$ cat src/sv/icf_pkg.sv
// ----------------------------------------------------------------------------
// icf_pkg
// Shared constants, types and helpers of the image crossfade sequencer.
// ----------------------------------------------------------------------------
package icf_pkg;

    localparam int MAX_IMAGES = 4;
    localparam int ALPHA_BITS = 8;
    localparam int TIME_BITS  = 16;

    localparam int SLOT_W  = $clog2(MAX_IMAGES);
    localparam int COUNT_W = 3;
    localparam int CHAN_W  = 8;
    localparam int ALPHA_W = ALPHA_BITS + 1;
    localparam int POS_W   = TIME_BITS + 1;
    localparam int CMP_W   = (SLOT_W + 1 > COUNT_W) ? SLOT_W + 1 : COUNT_W;

    localparam int ADDR_W = 4;
    localparam int DATA_W = 32;

    localparam logic [TIME_BITS-1:0] HOLD_RST  = TIME_BITS'(1000);
    localparam logic [TIME_BITS-1:0] FADE_RST  = TIME_BITS'(500);
    localparam logic [COUNT_W-1:0]   COUNT_RST = COUNT_W'(4);

    typedef enum logic [1:0] {
        REG_HOLD  = 2'd0,
        REG_FADE  = 2'd1,
        REG_COUNT = 2'd2,
        REG_NONE  = 2'd3
    } reg_idx_t;

    typedef struct packed {
        logic                  start;
        logic [TIME_BITS-1:0]  dividend;
        logic [TIME_BITS-1:0]  divisor;
    } div_req_t;

    typedef struct packed {
        logic                  done;
        logic [ALPHA_BITS-1:0] quotient;
    } div_rsp_t;

    typedef struct packed {
        logic [SLOT_W-1:0]  image_index;
        logic [SLOT_W-1:0]  following_index;
        logic [ALPHA_W-1:0] fade_alpha;
        logic [CHAN_W-1:0]  red_out;
        logic [CHAN_W-1:0]  green_out;
        logic [CHAN_W-1:0]  blue_out;
    } out_item_t;

    function automatic logic [SLOT_W-1:0] slot_after(
        input logic [SLOT_W-1:0]  slot,
        input logic [COUNT_W-1:0] count
    );
        logic [CMP_W-1:0] live;
        logic [CMP_W-1:0] n;
        begin
            if (count == '0)
            begin
                live = CMP_W'(1);
            end
            else if (CMP_W'(count) > CMP_W'(MAX_IMAGES))
            begin
                live = CMP_W'(MAX_IMAGES);
            end
            else
            begin
                live = CMP_W'(count);
            end
            n = CMP_W'(slot) + CMP_W'(1);
            slot_after = (n >= live) ? '0 : SLOT_W'(n);
        end
    endfunction

endpackage

$ cat src/sv/icf_channels_if.sv
// ----------------------------------------------------------------------------
// icf_channels_if
// Valid/ready channels for input items and result items.
// ----------------------------------------------------------------------------
interface icf_in_if;
    logic                        valid;
    logic                        ready;
    logic                        kind;
    logic [icf_pkg::CHAN_W-1:0]  cur_red;
    logic [icf_pkg::CHAN_W-1:0]  cur_green;
    logic [icf_pkg::CHAN_W-1:0]  cur_blue;
    logic [icf_pkg::CHAN_W-1:0]  next_red;
    logic [icf_pkg::CHAN_W-1:0]  next_green;
    logic [icf_pkg::CHAN_W-1:0]  next_blue;

    modport source (
        output valid, kind, cur_red, cur_green, cur_blue,
               next_red, next_green, next_blue,
        input  ready
    );
    modport sink (
        input  valid, kind, cur_red, cur_green, cur_blue,
               next_red, next_green, next_blue,
        output ready
    );
endinterface

interface icf_out_if;
    logic                        valid;
    logic                        ready;
    logic [icf_pkg::SLOT_W-1:0]  image_index;
    logic [icf_pkg::SLOT_W-1:0]  following_index;
    logic [icf_pkg::ALPHA_W-1:0] fade_alpha;
    logic [icf_pkg::CHAN_W-1:0]  red_out;
    logic [icf_pkg::CHAN_W-1:0]  green_out;
    logic [icf_pkg::CHAN_W-1:0]  blue_out;

    modport source (
        output valid, image_index, following_index, fade_alpha,
               red_out, green_out, blue_out,
        input  ready
    );
    modport sink (
        input  valid, image_index, following_index, fade_alpha,
               red_out, green_out, blue_out,
        output ready
    );
endinterface

$ cat src/sv/image_crossfade_sequencer.sv
// ----------------------------------------------------------------------------
// image_crossfade_sequencer
// Slideshow crossfade engine: tick items step the segment position, image
// slot and alpha, pixel items blend a current and a next RGB pixel.
// ----------------------------------------------------------------------------
// Channels: items (valid/ready) carries kind plus current and next RGB;
// results (valid/ready) carries image index, following index, alpha and the
// blended RGB (zero for tick items). One result per item, in order.
// Configuration: APB write of hold_ticks (0x0), fade_ticks (0x4) and
// image_count (0x8); write only while no item is in flight.
// A pixel item is registered in the blend lanes on acceptance and goes via
// EMIT to the output register; a tick item steps through WRAP, ALPHA, DIV
// (serial divider, one quotient bit per cycle; only when alpha is divided
// out in the fade phase) and EMIT. One item is worked on at a time; items
// is ready again the cycle after the result enters the output register.
// Reset clears position, image slot and alpha, loads the default registers
// and empties the output register. While results stalls the output register
// holds its item; one more item is taken and finished, then waits for room.
// ----------------------------------------------------------------------------
module image_crossfade_sequencer (
    input  logic                        clk,
    input  logic                        rst_n,
    icf_in_if.sink                      items,
    icf_out_if.source                   results,
    input  logic                        psel,
    input  logic                        penable,
    input  logic                        pwrite,
    input  logic [icf_pkg::ADDR_W-1:0]  paddr,
    input  logic [icf_pkg::DATA_W-1:0]  pwdata,
    output logic [icf_pkg::DATA_W-1:0]  prdata,
    output logic                        pready
);

    localparam int TW = icf_pkg::TIME_BITS;
    localparam int PW = icf_pkg::POS_W;

    typedef enum logic [4:0] {
        S_IDLE  = 5'b00001,
        S_WRAP  = 5'b00010,
        S_ALPHA = 5'b00100,
        S_DIV   = 5'b01000,
        S_EMIT  = 5'b10000
    } state_t;

    state_t                          state_reg, state_next;
    logic [TW-1:0]                   hold_reg;
    logic [TW-1:0]                   fade_reg;
    logic [icf_pkg::COUNT_W-1:0]     count_reg;
    logic [PW-1:0]                   pos_reg, pos_next;
    logic [icf_pkg::SLOT_W-1:0]      slot_reg, slot_next;
    logic [icf_pkg::ALPHA_W-1:0]     alpha_reg, alpha_next;
    logic                            kind_reg, kind_next;
    logic                            out_valid_reg, out_valid_next;
    icf_pkg::out_item_t              out_reg;
    icf_pkg::out_item_t              merged;
    logic                            out_load;
    logic                            item_take;
    logic                            cfg_write;
    icf_pkg::reg_idx_t               cfg_idx;
    logic [PW-1:0]                   segment;
    icf_pkg::div_req_t               div_req;
    icf_pkg::div_rsp_t               div_rsp;
    logic [icf_pkg::CHAN_W-1:0]      red_mix, green_mix, blue_mix;

    assign pready    = 1'b1;
    assign cfg_write = psel && penable && pwrite;
    assign cfg_idx   = icf_pkg::reg_idx_t'(paddr[3:2]);

    always_comb
    begin
        unique case (cfg_idx)
            icf_pkg::REG_HOLD:  prdata = icf_pkg::DATA_W'(hold_reg);
            icf_pkg::REG_FADE:  prdata = icf_pkg::DATA_W'(fade_reg);
            icf_pkg::REG_COUNT: prdata = icf_pkg::DATA_W'(count_reg);
            default:            prdata = '0;
        endcase
    end

    always_ff @(posedge clk or negedge rst_n)
    begin
        if (!rst_n)
        begin
            hold_reg  <= icf_pkg::HOLD_RST;
            fade_reg  <= icf_pkg::FADE_RST;
            count_reg <= icf_pkg::COUNT_RST;
        end
        else if (cfg_write)
        begin
            unique case (cfg_idx)
                icf_pkg::REG_HOLD:  hold_reg  <= pwdata[TW-1:0];
                icf_pkg::REG_FADE:  fade_reg  <= pwdata[TW-1:0];
                icf_pkg::REG_COUNT: count_reg <= pwdata[icf_pkg::COUNT_W-1:0];
                default:            ;
            endcase
        end
    end

    icf_blend_lane u_lane_red (
        .clk   (clk),
        .load  (item_take && items.kind),
        .cur   (items.cur_red),
        .nxt   (items.next_red),
        .alpha (alpha_reg),
        .mix   (red_mix)
    );

    icf_blend_lane u_lane_green (
        .clk   (clk),
        .load  (item_take && items.kind),
        .cur   (items.cur_green),
        .nxt   (items.next_green),
        .alpha (alpha_reg),
        .mix   (green_mix)
    );

    icf_blend_lane u_lane_blue (
        .clk   (clk),
        .load  (item_take && items.kind),
        .cur   (items.cur_blue),
        .nxt   (items.next_blue),
        .alpha (alpha_reg),
        .mix   (blue_mix)
    );

    icf_alpha_div u_div (
        .clk   (clk),
        .rst_n (rst_n),
        .req   (div_req),
        .rsp   (div_rsp)
    );

    assign items.ready = (state_reg == S_IDLE);
    assign item_take   = items.valid && items.ready;
    assign segment     = {1'b0, hold_reg} + {1'b0, fade_reg};

    always_comb
    begin
        state_next       = state_reg;
        pos_next         = pos_reg;
        slot_next        = slot_reg;
        alpha_next       = alpha_reg;
        kind_next        = kind_reg;
        out_load         = 1'b0;
        div_req.start    = 1'b0;
        div_req.dividend = TW'(pos_reg - {1'b0, hold_reg});
        div_req.divisor  = fade_reg;

        unique case (state_reg)
            S_IDLE:
            begin
                if (items.valid)
                begin
                    kind_next = items.kind;
                    if (items.kind)
                    begin
                        state_next = S_EMIT;
                    end
                    else
                    begin
                        pos_next   = pos_reg + PW'(1);
                        state_next = S_WRAP;
                    end
                end
            end
            S_WRAP:
            begin
                if (segment == '0)
                begin
                    pos_next   = '0;
                    slot_next  = '0;
                    alpha_next = '0;
                    state_next = S_EMIT;
                end
                else
                begin
                    if (pos_reg >= segment)
                    begin
                        pos_next  = '0;
                        slot_next = icf_pkg::slot_after(slot_reg, count_reg);
                    end
                    state_next = S_ALPHA;
                end
            end
            S_ALPHA:
            begin
                if ((fade_reg == '0) || (pos_reg < {1'b0, hold_reg}))
                begin
                    alpha_next = '0;
                    state_next = S_EMIT;
                end
                else
                begin
                    div_req.start = 1'b1;
                    state_next    = S_DIV;
                end
            end
            S_DIV:
            begin
                if (div_rsp.done)
                begin
                    alpha_next = {1'b0, div_rsp.quotient};
                    state_next = S_EMIT;
                end
            end
            S_EMIT:
            begin
                if (!out_valid_reg || results.ready)
                begin
                    out_load   = 1'b1;
                    state_next = S_IDLE;
                end
            end
            default:
            begin
                state_next = S_IDLE;
            end
        endcase
    end

    always_comb
    begin
        merged.image_index     = slot_reg;
        merged.following_index = icf_pkg::slot_after(slot_reg, count_reg);
        merged.fade_alpha      = alpha_reg;
        merged.red_out         = kind_reg ? red_mix   : '0;
        merged.green_out       = kind_reg ? green_mix : '0;
        merged.blue_out        = kind_reg ? blue_mix  : '0;
    end

    always_comb
    begin
        out_valid_next = out_valid_reg;
        if (out_load)
        begin
            out_valid_next = 1'b1;
        end
        else if (results.ready)
        begin
            out_valid_next = 1'b0;
        end
    end

    always_ff @(posedge clk or negedge rst_n)
    begin
        if (!rst_n)
        begin
            state_reg     <= S_IDLE;
            pos_reg       <= '0;
            slot_reg      <= '0;
            alpha_reg     <= '0;
            kind_reg      <= 1'b0;
            out_valid_reg <= 1'b0;
        end
        else
        begin
            state_reg     <= state_next;
            pos_reg       <= pos_next;
            slot_reg      <= slot_next;
            alpha_reg     <= alpha_next;
            kind_reg      <= kind_next;
            out_valid_reg <= out_valid_next;
        end
    end

    always_ff @(posedge clk)
    begin
        if (out_load)
        begin
            out_reg <= merged;
        end
    end

    assign results.valid           = out_valid_reg;
    assign results.image_index     = out_reg.image_index;
    assign results.following_index = out_reg.following_index;
    assign results.fade_alpha      = out_reg.fade_alpha;
    assign results.red_out         = out_reg.red_out;
    assign results.green_out       = out_reg.green_out;
    assign results.blue_out        = out_reg.blue_out;

endmodule

$ cat src/sv/icf_blend_lane.sv
// ----------------------------------------------------------------------------
// icf_blend_lane
// One color lane: holds a pixel pair and blends it with the current alpha.
// ----------------------------------------------------------------------------
module icf_blend_lane (
    input  logic                         clk,
    input  logic                         load,
    input  logic [icf_pkg::CHAN_W-1:0]   cur,
    input  logic [icf_pkg::CHAN_W-1:0]   nxt,
    input  logic [icf_pkg::ALPHA_W-1:0]  alpha,
    output logic [icf_pkg::CHAN_W-1:0]   mix
);

    localparam int DIFF_W = icf_pkg::CHAN_W + 1;
    localparam int PROD_W = DIFF_W + icf_pkg::ALPHA_W + 1;
    localparam int SUM_W  = PROD_W + 1;
    localparam int PAD_W  = SUM_W - icf_pkg::CHAN_W - icf_pkg::ALPHA_BITS;
    localparam logic [SUM_W-1:0] HALF = SUM_W'(1) << (icf_pkg::ALPHA_BITS - 1);

    logic [icf_pkg::CHAN_W-1:0]  cur_reg;
    logic [icf_pkg::CHAN_W-1:0]  nxt_reg;
    logic signed [DIFF_W-1:0]    diff;
    logic signed [icf_pkg::ALPHA_W:0] alpha_s;
    logic signed [PROD_W-1:0]    prod;
    logic signed [SUM_W-1:0]     sum;

    always_ff @(posedge clk)
    begin
        if (load)
        begin
            cur_reg <= cur;
            nxt_reg <= nxt;
        end
    end

    always_comb
    begin
        diff    = $signed({1'b0, nxt_reg}) - $signed({1'b0, cur_reg});
        alpha_s = $signed({1'b0, alpha});
        prod    = diff * alpha_s;
        sum     = $signed({{PAD_W{1'b0}}, cur_reg, {icf_pkg::ALPHA_BITS{1'b0}}})
                + SUM_W'(prod) + $signed(HALF);
        mix     = sum[icf_pkg::ALPHA_BITS +: icf_pkg::CHAN_W];
    end

endmodule

$ cat src/sv/icf_alpha_div.sv
// ----------------------------------------------------------------------------
// icf_alpha_div
// Restoring divider: one quotient bit per cycle of (diff << ALPHA_BITS) / fade.
// ----------------------------------------------------------------------------
module icf_alpha_div (
    input  logic              clk,
    input  logic              rst_n,
    input  icf_pkg::div_req_t req,
    output icf_pkg::div_rsp_t rsp
);

    localparam int TW    = icf_pkg::TIME_BITS;
    localparam int QW    = icf_pkg::ALPHA_BITS;
    localparam int CNT_W = $clog2(QW + 1);
    localparam logic [CNT_W-1:0] LAST = CNT_W'(QW - 1);

    logic [TW-1:0]    rem_reg;
    logic [TW-1:0]    rem_next;
    logic [TW-1:0]    div_reg;
    logic [QW-1:0]    quo_reg;
    logic [CNT_W-1:0] cnt_reg;
    logic [CNT_W-1:0] cnt_next;
    logic             busy_reg;
    logic             busy_next;
    logic [TW:0]      shifted;
    logic [TW:0]      trial;
    logic             ge;

    always_comb
    begin
        shifted  = {rem_reg, 1'b0};
        trial    = shifted - {1'b0, div_reg};
        ge       = shifted >= {1'b0, div_reg};
        rem_next = ge ? trial[TW-1:0] : shifted[TW-1:0];
        rsp.done     = busy_reg && (cnt_reg == LAST);
        rsp.quotient = {quo_reg[QW-2:0], ge};
        busy_next = busy_reg;
        cnt_next  = cnt_reg;
        if (req.start)
        begin
            busy_next = 1'b1;
            cnt_next  = '0;
        end
        else if (busy_reg)
        begin
            cnt_next = cnt_reg + CNT_W'(1);
            if (cnt_reg == LAST)
            begin
                busy_next = 1'b0;
            end
        end
    end

    always_ff @(posedge clk or negedge rst_n)
    begin
        if (!rst_n)
        begin
            busy_reg <= 1'b0;
            cnt_reg  <= '0;
        end
        else
        begin
            busy_reg <= busy_next;
            cnt_reg  <= cnt_next;
        end
    end

    always_ff @(posedge clk)
    begin
        if (req.start)
        begin
            rem_reg <= req.dividend;
            div_reg <= req.divisor;
            quo_reg <= '0;
        end
        else if (busy_reg)
        begin
            rem_reg <= rem_next;
            quo_reg <= rsp.quotient;
        end
    end

endmodule

$ cat src/flat_wrapper.sv
// flat-port wrapper written by rule: the top's interface ports become plain ports
module image_crossfade_sequencer_flat 
  (clk, rst_n, psel, penable, pwrite, paddr, pwdata, prdata, pready, items_valid, items_kind, items_cur_red, items_cur_green, items_cur_blue, items_next_red, items_next_green, items_next_blue, items_ready, results_valid, results_image_index, results_following_index, results_fade_alpha, results_red_out, results_green_out, results_blue_out, results_ready);
  icf_in_if items_i ();
  icf_out_if results_i ();
  input  logic clk;
  input  logic rst_n;
  input  logic psel;
  input  logic penable;
  input  logic pwrite;
  input  logic [icf_pkg::ADDR_W-1:0] paddr;
  input  logic [icf_pkg::DATA_W-1:0] pwdata;
  output logic [icf_pkg::DATA_W-1:0] prdata;
  output logic pready;
  input wire logic [$bits(items_i.valid)-1:0] items_valid;
  input wire logic [$bits(items_i.kind)-1:0] items_kind;
  input wire logic [$bits(items_i.cur_red)-1:0] items_cur_red;
  input wire logic [$bits(items_i.cur_green)-1:0] items_cur_green;
  input wire logic [$bits(items_i.cur_blue)-1:0] items_cur_blue;
  input wire logic [$bits(items_i.next_red)-1:0] items_next_red;
  input wire logic [$bits(items_i.next_green)-1:0] items_next_green;
  input wire logic [$bits(items_i.next_blue)-1:0] items_next_blue;
  output wire logic [$bits(items_i.ready)-1:0] items_ready;
  output wire logic [$bits(results_i.valid)-1:0] results_valid;
  output wire logic [$bits(results_i.image_index)-1:0] results_image_index;
  output wire logic [$bits(results_i.following_index)-1:0] results_following_index;
  output wire logic [$bits(results_i.fade_alpha)-1:0] results_fade_alpha;
  output wire logic [$bits(results_i.red_out)-1:0] results_red_out;
  output wire logic [$bits(results_i.green_out)-1:0] results_green_out;
  output wire logic [$bits(results_i.blue_out)-1:0] results_blue_out;
  input wire logic [$bits(results_i.ready)-1:0] results_ready;
  assign items_i.valid = items_valid;
  assign items_i.kind = items_kind;
  assign items_i.cur_red = items_cur_red;
  assign items_i.cur_green = items_cur_green;
  assign items_i.cur_blue = items_cur_blue;
  assign items_i.next_red = items_next_red;
  assign items_i.next_green = items_next_green;
  assign items_i.next_blue = items_next_blue;
  assign items_ready = items_i.ready;
  assign results_valid = results_i.valid;
  assign results_image_index = results_i.image_index;
  assign results_following_index = results_i.following_index;
  assign results_fade_alpha = results_i.fade_alpha;
  assign results_red_out = results_i.red_out;
  assign results_green_out = results_i.green_out;
  assign results_blue_out = results_i.blue_out;
  assign results_i.ready = results_ready;
  image_crossfade_sequencer u_core (.clk(clk), .rst_n(rst_n), .items(items_i), .results(results_i), .psel(psel), .penable(penable), .pwrite(pwrite), .paddr(paddr), .pwdata(pwdata), .prdata(prdata), .pready(pready));
endmodule
$ cat config.mk
export PLATFORM = sky130hd
export DESIGN_NAME = image_crossfade_sequencer_flat
export DESIGN_NICKNAME = d
export VERILOG_FILES = /design/src/sv/icf_pkg.sv /design/src/sv/icf_channels_if.sv /design/src/sv/image_crossfade_sequencer.sv /design/src/sv/icf_blend_lane.sv /design/src/sv/icf_alpha_div.sv /design/src/flat_wrapper.sv
export SDC_FILE = /design/constraint.sdc
export NUM_CORES = 1
export LEC_CHECK = 0
export BUFFER_PORTS_ARGS = -buffer_cell sky130_fd_sc_hd__clkbuf_2
export CAP_MARGIN = 40
export CORE_MARGIN = 2
export CORE_UTILIZATION = 35
export CTS_CLUSTER_DIAMETER = 30
export CTS_CLUSTER_SIZE = 16
export DETAILED_ROUTE_END_ITERATION = 10
export PLACE_DENSITY = 0.6
export SLEW_MARGIN = 20
export SYNTH_ARGS = -nofsm -noshare
export SYNTH_HDL_FRONTEND = slang
export SYNTH_SLANG_ARGS = --single-unit
export TNS_END_PERCENT = 100
$ cat constraint.sdc
create_clock -name clk -period 13.3 [get_ports clk]
set_clock_uncertainty 0.05 [all_clocks]
set_input_delay 0.665 -clock clk [delete_from_list [all_inputs] [get_ports clk]]
set_output_delay 0.665 -clock clk [all_outputs]
set_load 0.01 [all_outputs]
## Yosys cells after proc, flatten, opt, wreduce, memory -nomap -nowiden

Index checks and enable logic that the tools add are counted.

| cells by class | value |
|---|---|
| mux-type cells | 39 |
| $lt $le $gt $ge | 6 |
| add/sub/neg operators | 15 |
| equality and inequality tests | 15 |
| $mul | 3 |
| reduce and logical (&&, ||, !) cells | 25 |

Operators with widths:

| cell | number |
|---|---|
| $mux 17 | 4 |
| $add 16x16->16 | 3 |
| $add 16x9->16 const B | 3 |
| $mul 9x10->16 | 3 |
| $mux 16 | 3 |
| $pmux 16 s3 | 1 |
| $pmux 17 s2 | 1 |
| $sub 16x16->16 | 2 |
| $mux 5 | 6 |
| $mux 9 | 3 |
| $pmux 9 s3 | 1 |
| $sub 8x8->9 | 3 |
| $pmux 5 s5 | 1 |
| $add 16x16->17 | 1 |
| $add 17x1->17 const B | 1 |
| $ge 17x16->1 | 1 |
| $ge 17x17->1 | 1 |
| $logic_not 17->1 | 1 |
| $lt 17x16->1 | 1 |
| $logic_not 16->1 | 1 |
| $mux 3 | 5 |
| $reduce_and 2->1 | 5 |
| $mux 1 | 9 |
| $mux 4 | 2 |
| other kinds (25) | 41 |

| storage, ports and cells | value |
|---|---|
| bits in registers | 199 |
| logic and storage cells | 129 |
| input bits | 92 |

## Depth between registers and ports, before layout

Gate-level depths: netlist of run 1.

| logic depth | value |
|---|---|
| depth after elaboration | 10 |
| gate-level depth with buffers | 28 |

## Hierarchy

Synthesis of run 1 repeated with hierarchy kept, for this count alone.

| unflattened totals | value |
|---|---|
| cell total of the unflattened synthesis | 2037 |
| area, all modules | 19901.6 µm² |

Modules (own cells, without submodules):

| module | area each (µm²) | instances | sequential area each (µm²) | cells an instance |
|---|---|---|---|---|
| image_crossfade_sequencer | 6925.4 | 1 | 2825.2 | 729 |
| icf_blend_lane (u_core.u_lane_red) | 3448.3 | 1 | 480.5 | 348 |
| icf_blend_lane (u_core.u_lane_blue) | 3362.0 | 1 | 480.5 | 345 |
| icf_blend_lane (u_core.u_lane_green) | 3303.2 | 1 | 480.5 | 338 |
| icf_alpha_div | 2862.7 | 1 | 1226.2 | 277 |

## Worst setup path before layout of run 1

Ideal clock, no wire load.

| timing path | value |
|---|---|
| path type | register to register |
| start point | reg u_core.u_lane_green.cur_reg[1] (netlist name) |
| end point | reg u_core.out_reg (netlist bit u_core.results.green_out[7]) (data pin) |
| path slack | 6.444 ns |
| data arrival time | 6.546 ns |
| cell stages (with the launch flop) | 26 |
| path buffers | 0 |
| library setup time | 0.260 ns |
| cell sequence | edfxtp_1 > inv_1 > ha_1 > nor2b_1 > o21ai_0 > a21boi_0 > o21ai_0 > a21boi_0 > o21ai_0 > nor3b_1 > or3b_2 > fa_1 > fa_1 > inv_1 > fa_1 > fa_1 > fa_1 > ha_1 > nand3_1 > nand2_1 > a41o_1 > o41a_1 > a211o_1 > a21oi_1 > nand3_1 > nor3b_1 |

| on the way | value |
|---|---|
| word-level cells in the longest chain between the ends | 4 |

RTL lines:

| what | line | RTL |
|---|---|---|
| from (decl) | icf_blend_lane.sv:20 | `logic [icf_pkg::CHAN_W-1:0] cur_reg;` |
| from (signal assigned) | icf_blend_lane.sv:31 | `cur_reg <= cur;` |
| $sub 8x8->9 | icf_blend_lane.sv:38 | `diff = $signed({1'b0, nxt_reg}) - $signed({1'b0, cur_reg});` |
| $mul 9x10->16 | icf_blend_lane.sv:40 | `prod = diff * alpha_s;` |
| $add 16x16->16 (*) | icf_blend_lane.sv:42 | `+ SUM_W'(prod) + $signed(HALF);` |
| $add 16x9->16 (*) | icf_blend_lane.sv:42 |  |
| to (signal assigned) | image_crossfade_sequencer.sv:269 | `out_reg <= merged;` |
| to (decl) | image_crossfade_sequencer.sv:54 | `icf_pkg::out_item_t out_reg;` |

Every way passes the cells marked *; elsewhere a longest branch is shown, timed or not.
A chain may end at the register's enable or synchronous reset.

## Worst setup path after layout of run 1

| timing path | value |
|---|---|
| start point | reg u_core.u_lane_red.cur_reg[0] (netlist name) |
| end point | reg u_core.out_reg (netlist bit u_core.results.red_out[7]) (data pin) |

| on the way | value |
|---|---|
| word-level cells in the longest chain between the ends | 4 |

RTL lines:

| what | line |
|---|---|
| from (decl) | icf_blend_lane.sv:20 |
| from (signal assigned) | icf_blend_lane.sv:31 |
| $sub 8x8->9 | icf_blend_lane.sv:38 |
| $mul 9x10->16 | icf_blend_lane.sv:40 |
| $add 16x16->16 (*) | icf_blend_lane.sv:42 |
| $add 16x9->16 (*) | icf_blend_lane.sv:42 |

Marked as above.

==> impl_metrics.json, run 1 <==
{
  "layout.nets": 2478,
  "syn_avg_cell_area_um2": 9.79,
  "cp-end-kind": "flip-flop",
  "areaGrowthSynthToFinish_pct": 11.2,
  "grt_pass1_vias": 14200,
  "vdd_ir_drop_max_mv": 0.118,
  "drv_cap": 0,
  "port_buffers": 127,
  "place_inst": 2697,
  "finalSetupViolCount": 0,
  "internal_power_mw": 1.52,
  "dieArea_mm2": 0.0552,
  "drv_slew": 0,
  "status": "finished clean",
  "fillCellCount": 5186,
  "synth_cells": 1907,
  "seqPwrFrac_pct": 32.2,
  "yosys_register_bits": 197,
  "synth_edf_count": 116,
  "wl_per_cell_um": 16.5,
  "dieWidth_um": 235,
  "cts_tree": "done",
  "final_cells": 2732,
  "critical_path.max_fanout": 8,
  "drive_above_1_share_pct": 12.4,
  "tightest_slew_ns": 0.892,
  "cp.arrival_ns": 8.01,
  "slew-limit-headroom_pct": 39.8,
  "yosysSeqAreaShare_pct": 29.4,
  "critPathKind": "flip-flop to flip-flop",
  "numClockSinks": 197,
  "drt-initial-drc-count": 748,
  "netSwitchingPower_mw": 1.07,
  "grt_max_degree": 56,
  "numCtsBuffers": 17,
  "synth_area_mm2": 0.0187,
  "gp_congestion": 0.855,
  "synth_ff_type": "edfxtp_1",
  "post_cts_resized": 0,
  "grt-ovfl-total": 0,
  "drc": 0,
  "required_ns": 13.51,
  "holdWs_ns": 0.279,
  "cts_setup_buffers": 0,
  "multi_input_area_mm2": 0.0118,
  "die_y_um": 235,
  "p_sw_share_pct": 41.3,
  "p_clk_share_pct": 21.0,
  "antenna_found_initial": 2,
  "grt_pass1_wl_mm": 74.2,
  "clk_latency_ns": 0.51,
  "fin_setup_tns_ns": 0,
  "finalHoldViolations": 0,
  "wirelength_mm": 45.0,
  "avgViaCountPerCell": 5.03,
  "cts_root_buf": "clkbuf_16",
  "ys_types": 77,
  "ant_nets": 0,
  "pin_count": 164,
  "firstDrtPassIters": 5,
  "vias": 13700,
  "clk_pin_slew_worst_paths_ns": 0.08,
  "critPathLaunchType": "flip-flop",
  "cts_buffer_depth": 2,
  "placed_cell_area_mm2": 0.0201,
  "pwr-share-comb_pct": 46.7,
  "rsz0062_at_grt": "no",
  "fmax_mhz": 128,
  "finish.instance_area_mm2": 0.0208,
  "hold_class": "input port to flip-flop",
  "rows": 84,
  "htreeDepth": 4,
  "yosysWarnings": 0,
  "async_flop_share_pct": 37.6,
  "final-seq-area_mm2": 0.00549,
  "grtUsageTotal_pct": 16.9,
  "min_period_over_period_pct": 58.7,
  "core-area_mm2": 0.0527,
  "power.density_mw_per_mm2": 125,
  "largest_reg_flops": 17,
  "post-dp-hpwl_mm": 35.4,
  "period_minus_slack_ns": 7.80,
  "p_leak_nw": 9.81,
  "initial_utilization_pct": 35.5
}
## stage by stage
step                power, mW  util, %  worst slack [ns]
floorplan                1.70        -              6.44
global placement         2.01     38.1              5.28
detailed placement       2.05     38.2              5.34
CTS                      2.62     39.4              5.28
global route             2.80     39.4              5.09
finish                   2.59     39.4              5.50
## final cells by class
cell class	instances	area share [%]
clock inverters	12	0.597
repair buffers	150	4.10
diodes	1	0.0121
multi-input cells	1368	57.0
well taps	688	4.15
clock buffers	20	2.31
inverters	296	5.35
flip-flops and latches	197	26.5
## synthesized netlist by cell type, drive strengths merged (10+ instances only)
| library cell | n | area (µm²) |
|---|---|---|
| inv | 295 | 1110 |
| ha | 200 | 2500 |
| fa | 156 | 3120 |
| nand2 | 140 | 526 |
| edfxtp | 116 | 3480 |
| nor2 | 114 | 428 |
| o21ai | 91 | 467 |
| and2 | 76 | 475 |
| a21oi | 73 | 365 |
| dfrtp | 60 | 1500 |
| xnor2 | 60 | 526 |
| nand2b | 45 | 282 |
| mux2i | 40 | 400 |
| clkbuf | 39 | 146 |
| nor3 | 27 | 140 |
| nor2b | 26 | 163 |
| nor3b | 26 | 195 |
| nand3 | 24 | 120 |
| buf | 23 | 165 |
| mux2 | 22 | 248 |
| o21a | 20 | 151 |
| a21o | 19 | 143 |
| a211oi | 15 | 123 |
| dfstp | 14 | 368 |
| or2 | 14 | 87.6 |
| a21boi | 13 | 97.6 |
| and3 | 13 | 81.3 |
| xor2 | 11 | 96.3 |
| a31oi | 10 | 62.6 |
| or3b | 10 | 87.6 |
## critical path, cell delays in order, from the launching register on
cell,delay [ns]
edfxtp_1,0.45
ha_1,0.24
fa_1,0.41
nor2b_1,0.12
o21ai_0,0.11
a21boi_0,0.29
o21ai_0,0.17
nor2b_1,0.17
xnor2_1,0.65
nand2_1,0.18
fa_1,0.53
fa_1,0.51
inv_1,0.06
fa_1,0.45
fa_1,0.51
fa_1,0.41
ha_1,0.33
and3_1,0.18
a31o_2,0.25
o41ai_1,0.73
o2111ai_1,0.28
a21oi_1,0.25
nand3_1,0.08
nor3b_1,0.14
## cells by family after synthesis
kind of cell             after synthesis  share of synthesized area, %
adder cells (fa/ha/maj)              356                          30.1
AO/OA/AOI/OAI                        311                          10.8
multiplexers                          62                          3.47
buffers and inverters                358                          7.62
flip-flops                           197                          29.4
XOR/XNOR                              71                          3.33
AND/OR/NAND/NOR                      550                          15.2
other                                  2                        0.0402
## layer usage
metal | up-vias | track usage (%) | wire (µm)
li1 | 6628 | - | -
met1 | 6764 | 22.1 | 20200
met2 | 308 | 28.2 | 21800
met3 | 45 | 3.44 | 2260
met4 | 2 | 4.95 | 768
met5 | - | 0 | 13
## power by group through the flow
| stage | Clock, mW | Sequential, mW | Combinational [mW] |
|---|---|---|---|
| floorplan | 0 | 0.807 | 0.888 |
| global placement | 0 | 0.847 | 1.16 |
| detailed placement | 0 | 0.848 | 1.21 |
| CTS | 0.562 | 0.836 | 1.22 |
| global route | 0.584 | 0.842 | 1.38 |
| finish | 0.544 | 0.835 | 1.21 |
## layout by cell type, fill, tap and decap left out, types with 21 or more instances in the layout
master      n
inv_1     295
ha_1      200
fa_1      156
nand2_1   140
clkbuf_2  127
edfxtp_1  116
nor2_1    114
o21ai_0    86
and2_1     76
a21oi_1    73
xnor2_1    60
dfrtp_1    60
nand2b_1   45
mux2i_1    40
nor2b_1    25
nor3b_1    25
nor3_1     25
nand3_1    24
mux2_2     21
## path summary, 6_finish.rpt
check,to,depth (start not counted),slack [ns],from
worst max-delay path,u_core.results.red_out[7],23,5.50,u_core.u_lane_red.cur_reg[0]
worst min-delay path,u_core.u_lane_blue.nxt_reg[0],1,0.28,items_next_blue[0]
worst max register to register,u_core.results.red_out[7],23,5.50,u_core.u_lane_red.cur_reg[0]
worst min register to register,u_core.alpha_reg[7],1,0.44,u_core.u_div.quo_reg[6]
max in group asynchronous,u_core.state_reg[0],3,12.04,rst_n
min in group asynchronous,u_core.hold_reg[4],2,0.53,rst_n
## repair_timing
| item | 4_1_cts | 5_1_grt |
|---|---|---|
| hold endpoints to repair | 12 | 0 |
| hold buffers | 1 | 0 |
| endpoints found under the setup margin | 0 | 0 |
Note: power is estimated with default switching activity, not from simulation.
==> run 2: changes to the inputs <==
Clock period 13.3 ns to 7.68 ns, I/O delays scaled along.
==> run 2 against run 1 <==
Via count rose by 1.4%. Sequential cell count did not move. Clock power rose by 73%. Die area is the same. Setup slack got worse by 5.1 ns. Combinational power is 78% higher. Maximum frequency up 6.8%. Power rose by 75%. Core utilization increased by 0.87 points. Non-clock buffer count grew 50. Critical path type unchanged.
==> impl_metrics.json, run 2 (synthesis results as in run 1) <==
{
  "vdd_ir_drop_max_mv": 0.201,
  "cts_setup_buffers": 0,
  "numClockSinks": 197,
  "post-dp-hpwl_mm": 35.8,
  "fmax_mhz": 137,
  "dieArea_mm2": 0.0552,
  "hold_class": "input port to flip-flop",
  "wl_per_cell_um": 16.4,
  "cts_buffer_depth": 2,
  "fin_setup_tns_ns": 0,
  "cp-end-kind": "flip-flop",
  "status": "finished clean",
  "drive_above_1_share_pct": 12.9,
  "finish.instance_area_mm2": 0.0212,
  "drt-initial-drc-count": 735,
  "areaGrowthSynthToFinish_pct": 13.7,
  "clk_latency_ns": 0.51,
  "grt_pass1_vias": 14200,
  "rows": 84,
  "placed_cell_area_mm2": 0.0202,
  "fillCellCount": 5161,
  "port_buffers": 127,
  "fin_util_pct": 40.3,
  "final_cells": 2783,
  "tightest_slew_ns": 0.859,
  "layout.cells.most_common_list": "inv_1 (295), ha_1 (200), fa_1 (156)",
  "layout.nets": 2528,
  "worstHoldStart": "items_cur_green[6]",
  "drv_slew": 0,
  "finalSetupViolCount": 0,
  "required_ns": 7.87,
  "r2r_setup_slack_ns": 0.38,
  "largest_reg_flops": 17,
  "slew-limit-headroom_pct": 42.7,
  "grt_pass1_wl_mm": 73.9,
  "final-seq-area_mm2": 0.00549,
  "die_y_um": 235,
  "firstDrtPassIters": 5,
  "finalHoldViolations": 0,
  "vias": 13900,
  "wirelength_mm": 45.7,
  "rsz0062_at_grt": "no",
  "htreeDepth": 4,
  "period_minus_slack_ns": 7.30,
  "place_inst": 2713,
  "min_period_over_period_pct": 95.1,
  "layout_commonest_cell": "inv_1",
  "critPathSlowestCell": "fa_1",
  "hold-path-cell-count": 1,
  "grt_max_degree": 54,
  "gp_congestion": 0.889,
  "antenna_found_initial": 1,
  "multi_input_area_mm2": 0.0118,
  "reg2reg_from": "u_core.u_lane_blue.cur_reg[1]",
  "dieWidth_um": 235,
  "place_ws_ns": 0.341,
  "critPathKind": "flip-flop to flip-flop",
  "clk_pin_slew_worst_paths_ns": 0.09,
  "pin_count": 164,
  "cp.arrival_ns": 7.49,
  "critPathLaunchType": "flip-flop",
  "power.density_mw_per_mm2": 214,
  "fin_ws_ns": 0.377,
  "core-area_mm2": 0.0527,
  "ant_nets": 0,
  "cp_slowest_stage_delay_ns": 0.55,
  "cts_root_buf": "clkbuf_16",
  "numCtsBuffers": 17,
  "drv_cap": 0,
  "cts_tree": "done",
  "drc": 0,
  "rr_worst_depth": 25,
  "grt-ovfl-total": 0,
  "grtUsageTotal_pct": 16.8,
  "p_leak_nw": 10.0,
  "whs_endpoint": "u_core.u_lane_green.cur_reg[6]",
  "critical_path.max_fanout": 3,
  "r2r-end": "u_core.results.blue_out[7]",
  "avgViaCountPerCell": 5.01,
  "initial_utilization_pct": 35.5
}
[run 2: critical path, delay by kind of cell (launching register included)]
| kind | cells | cell delay (ns) |
|---|---|---|
| adder cells (fa/ha/maj) | 7 | 3.12 |
| AO/OA/AOI/OAI | 11 | 2.21 |
| AND/OR/NAND/NOR | 4 | 0.89 |
| flip-flops | 1 | 0.44 |
| buffers and inverters | 3 | 0.34 |
[run 2: what timing repair did]
| item | in CTS | in global routing |
|---|---|---|
| gates resized for setup | 0 | 4 |
| setup endpoints to repair | 0 | 1 |
| hold buffers | 36 | 0 |
| hold endpoints to repair | 56 | 0 |
[run 2: worst max path at each step]
stage                                              start                     endpoint  slack (ns)  depth (start not counted)
after detailed placement  u_core.u_lane_green.cur_reg[1]  u_core.results.green_out[7]        0.34                         25
after global routing       u_core.u_lane_blue.cur_reg[0]   u_core.results.blue_out[7]        0.03                         25
final                      u_core.u_lane_blue.cur_reg[1]   u_core.results.blue_out[7]        0.38                         25
after floorplan           u_core.u_lane_green.cur_reg[1]  u_core.results.green_out[7]        0.82                         25
after CTS                 u_core.u_lane_green.cur_reg[1]  u_core.results.green_out[7]        0.30                         25
after global placement    u_core.u_lane_green.cur_reg[1]  u_core.results.green_out[7]        0.47                         25
[run 2: routing by layer]
layer	wire, µm	track usage [%]	share of wire, %	vias up
met5	0	0	0	-
met4	952	5.16	2.1	0
met3	2320	3.02	5.1	57
met2	22200	28.4	49	343
met1	20200	21.9	44	6814
li1	-	-	-	6720
[run 2: metrics by stage]
stage | hold WS (ns) | power [mW]
after detailed placement | 0.257 | 3.59
after CTS | 0.00133 | 4.57
after global routing | 0.00310 | 4.89
after floorplan | 0.0384 | 2.94
final | 0.0238 | 4.54
after global placement | 0.413 | 3.52
[run 2: layout make-up]
type | count | share of cell area [%]
antenna | 2 | 0.0236
clock buffer | 17 | 2.01
clock inverter | 15 | 0.826
inverter | 296 | 5.24
multi-input combinational | 1368 | 55.8
sequential | 197 | 25.9
tap | 688 | 4.06
timing repair buffer | 200 | 6.16
[run 2: report_power, final]
part | switching [mW] | leakage (nW) | internal [mW]
Clock | 0.496 | 0.298 | 0.443
Combinational | 1.24 | 7.68 | 0.911
Sequential | 0.154 | 2.05 | 1.29
Total | 1.89 | 10.0 | 2.65
==> run 3: changes to the inputs <==
Settings changed: ABC_AREA set to 1.
==> run 3 against run 2 <==
Global-route usage grew 1.3 points. Critical path depth unchanged. Count of clock-buffer cells in the layout up 3. Via count increased by 13%. Cell area rose by 2.3%. Sequential cell count did not move. Final cell count rose by 16%. Sequential share of layout area shrank 0.58 points. Register-to-register slack better by 0.75 ns. Sequential power about the same. Clock power fell by 0.7%.
==> impl_metrics.json, run 3 <==
{
  "status": "finished clean",
  "grt_use_met3_pct": 3.54,
  "grtUsageMet2_pct": 29.6,
  "syn_avg_cell_area_um2": 8.17,
  "required_ns": 7.88,
  "critPathSlowestCell": "fa_1",
  "seqPwrFrac_pct": 31.8,
  "drive_above_1_share_pct": 8.94,
  "dieArea_mm2": 0.0568,
  "fin_setup_tns_ns": 0,
  "period_minus_slack_ns": 6.55,
  "fin_ws_ns": 1.13,
  "ys_types": 55,
  "worstHoldStart": "items_cur_green[5]",
  "netlist_top_cells_count": "nand2_1 (515), inv_1 (466), nor2_1 (207)",
  "initial_utilization_pct": 35.6,
  "vias": 15700,
  "clk_pin_slew_worst_paths_ns": 0.07,
  "cts_setup_buffers": 0,
  "grt_max_degree": 49,
  "grt-ovfl-total": 0,
  "rsz0062_at_grt": "no",
  "critPathLaunch": "u_core.u_lane_blue.cur_reg[0]",
  "cts_root_buf": "clkbuf_16",
  "grt_pass1_wl_mm": 80.5,
  "vdd_ir_drop_max_mv": 0.220,
  "fmax_mhz": 153,
  "diodes": 0,
  "synth_most_common_cell": "nand2_1",
  "r2r_setup_slack_ns": 1.13,
  "drt-initial-drc-count": 871,
  "synth_cells": 2354,
  "htreeDepth": 4,
  "finalHoldViolations": 0,
  "yosys_register_bits": 197,
  "grtUsageTotal_pct": 18.1,
  "finish.instance_area_mm2": 0.0217,
  "grt_pass1_vias": 15800,
  "largest_reg_flops": 17,
  "critPathKind": "flip-flop to flip-flop",
  "p_clk_share_pct": 20.1,
  "wl_per_cell_um": 15.3,
  "numCtsBuffers": 17,
  "netSwitchingPower_mw": 2.06,
  "min_period_over_period_pct": 85.3,
  "grt.busiest_layer": "met2",
  "ant_nets": 0,
  "dieWidth_um": 238,
  "place_inst": 3149,
  "avgViaCountPerCell": 4.86,
  "fin_util_pct": 40.2,
  "firstDrtPassIters": 5,
  "reg2reg_from": "u_core.u_lane_blue.cur_reg[0]",
  "wirelength_mm": 49.2,
  "r2r-end": "u_core.results.blue_out[5]",
  "rows": 85,
  "layout.cells.most_common_list": "nand2_1 (515), inv_1 (466), nor2_1 (205)",
  "core-area_mm2": 0.0540,
  "final_cells": 3223,
  "cp.arrival_ns": 6.75,
  "synth_edf_count": 116,
  "finalSetupViolCount": 0,
  "synth_top_cell_by_area": "edfxtp_1",
  "cts_tree": "done",
  "areaGrowthSynthToFinish_pct": 12.9,
  "synth_ff_type": "edfxtp_1",
  "grt.met1_usage_pct": 23.7,
  "port_buffers": 127,
  "placed_cell_area_mm2": 0.0207,
  "synth_area_mm2": 0.0192,
  "cts_buffer_depth": 2,
  "critPathLaunchType": "flip-flop",
  "numClockSinks": 197,
  "die_y_um": 238,
  "fillCellCount": 5508,
  "multi_input_area_mm2": 0.0117,
  "layout.nets": 2962,
  "drv_slew": 0,
  "rr_worst_depth": 25,
  "ys_top_cells_by_area": "edfxtp_1 (18%), fa_1 (16%), ha_1 (13%)",
  "drv_cap": 0,
  "critical_path.max_fanout": 5,
  "cp-end-kind": "flip-flop",
  "clk_latency_ns": 0.50,
  "layout_commonest_cell": "nand2_1",
  "place_ws_ns": 1.15,
  "pwr-share-comb_pct": 48.1,
  "p_sw_share_pct": 44.3,
  "pin_count": 164,
  "cp_slowest_stage_delay_ns": 0.54,
  "synth_top_area_share_pct": 18.1,
  "fin_total_pwr_mw": 4.65,
  "hold-path-cell-count": 1,
  "antenna_found_initial": 0,
  "power.density_mw_per_mm2": 214,
  "slew-limit-headroom_pct": 46.3,
  "gp_congestion": 0.937,
  "async_flop_share_pct": 37.6,
  "whs_endpoint": "u_core.u_lane_green.cur_reg[5]",
  "final-seq-area_mm2": 0.00549,
  "tightest_slew_ns": 0.805,
  "p_leak_nw": 11.1,
  "hold_class": "input port to flip-flop",
  "holdWs_ns": 0.0378,
  "yosysWarnings": 0,
  "yosysSeqAreaShare_pct": 28.6,
  "internal_power_mw": 2.59,
  "post-dp-hpwl_mm": 39.6,
  "drc": 0
}
==> run 3: cell types whose count changed after synthesis, sizes merged, moves of 26 or more <==
| cell | previous run | this run |
|---|---|---|
| a21oi | 73 | 118 |
| and2 | 76 | 4 |
| inv | 295 | 468 |
| mux2i | 40 | 0 |
| nand2 | 140 | 524 |
| nand2b | 45 | 0 |
| nand3 | 24 | 60 |
| nand4 | 9 | 53 |
| nor2 | 114 | 211 |
| nor2b | 26 | 0 |
| o21ai | 91 | 118 |
| xnor2 | 60 | 28 |
==> run 3: logic make-up after synthesis <==
| logic type | Yosys count | share of synthesized area, % |
|---|---|---|
| simple gates | 910 | 20.0 |
| xor+xnor | 57 | 2.60 |
| compound gates | 300 | 8.74 |
| fa+ha+maj | 356 | 29.2 |
| buf+inv | 532 | 10.8 |
| flops | 197 | 28.6 |
| other cells | 2 | 0.0390 |
==> run 3: final cells by class <==
| class | count | area share, % |
|---|---|---|
| Clock buffer | 20 | 2.16 |
| Clock inverter | 12 | 0.605 |
| Inverter | 472 | 8.16 |
| Multi-Input combinational cell | 1641 | 54.0 |
| Sequential cell | 197 | 25.3 |
| Tap cell | 696 | 4.01 |
| Timing Repair Buffer | 185 | 5.72 |
==> run 3: worst max path at each step <==
stage	to	cells after the start
after floorplan	u_core.results.blue_out[6]	25
after global placement	u_core.results.blue_out[6]	25
after detailed placement	u_core.results.blue_out[5]	25
after CTS	u_core.results.green_out[6]	25
after global routing	u_core.results.blue_out[6]	25
final	u_core.results.blue_out[5]	25
==> run 3: what timing repair did <==
action | in CTS | in global routing
hold buffers | 42 | 0
resized for setup | 0 | 0
hold endpoints to repair | 67 | 0
==> run 3: per-layer routing <==
metal	vias up	share of wire, %
li1	7775	-
met1	7457	46
met2	374	46
met3	70	5.0
met4	0	2.9
met5	-	0
==> run 3: power by group through the flow <==
| stage | Combinational (mW) | Sequential [mW] | Clock (mW) |
|---|---|---|---|
| 2_1_floorplan | 1.59 | 1.47 | 0 |
| 3_3_place_gp | 2.14 | 1.51 | 0 |
| 3_5_place_dp | 2.21 | 1.50 | 0 |
| 4_1_cts | 2.24 | 1.48 | 0.960 |
| 5_1_grt | 2.56 | 1.50 | 0.999 |
| 6_report | 2.24 | 1.48 | 0.932 |
==> run 3: worst max-delay path, delay by kind of cell, from the launching register on <==
kind            cells  cell delay [ns]
compound gates      4             0.90
buf+inv             3             0.30
flops               1             0.46
fa+ha+maj           8             3.69
simple gates       10             0.91
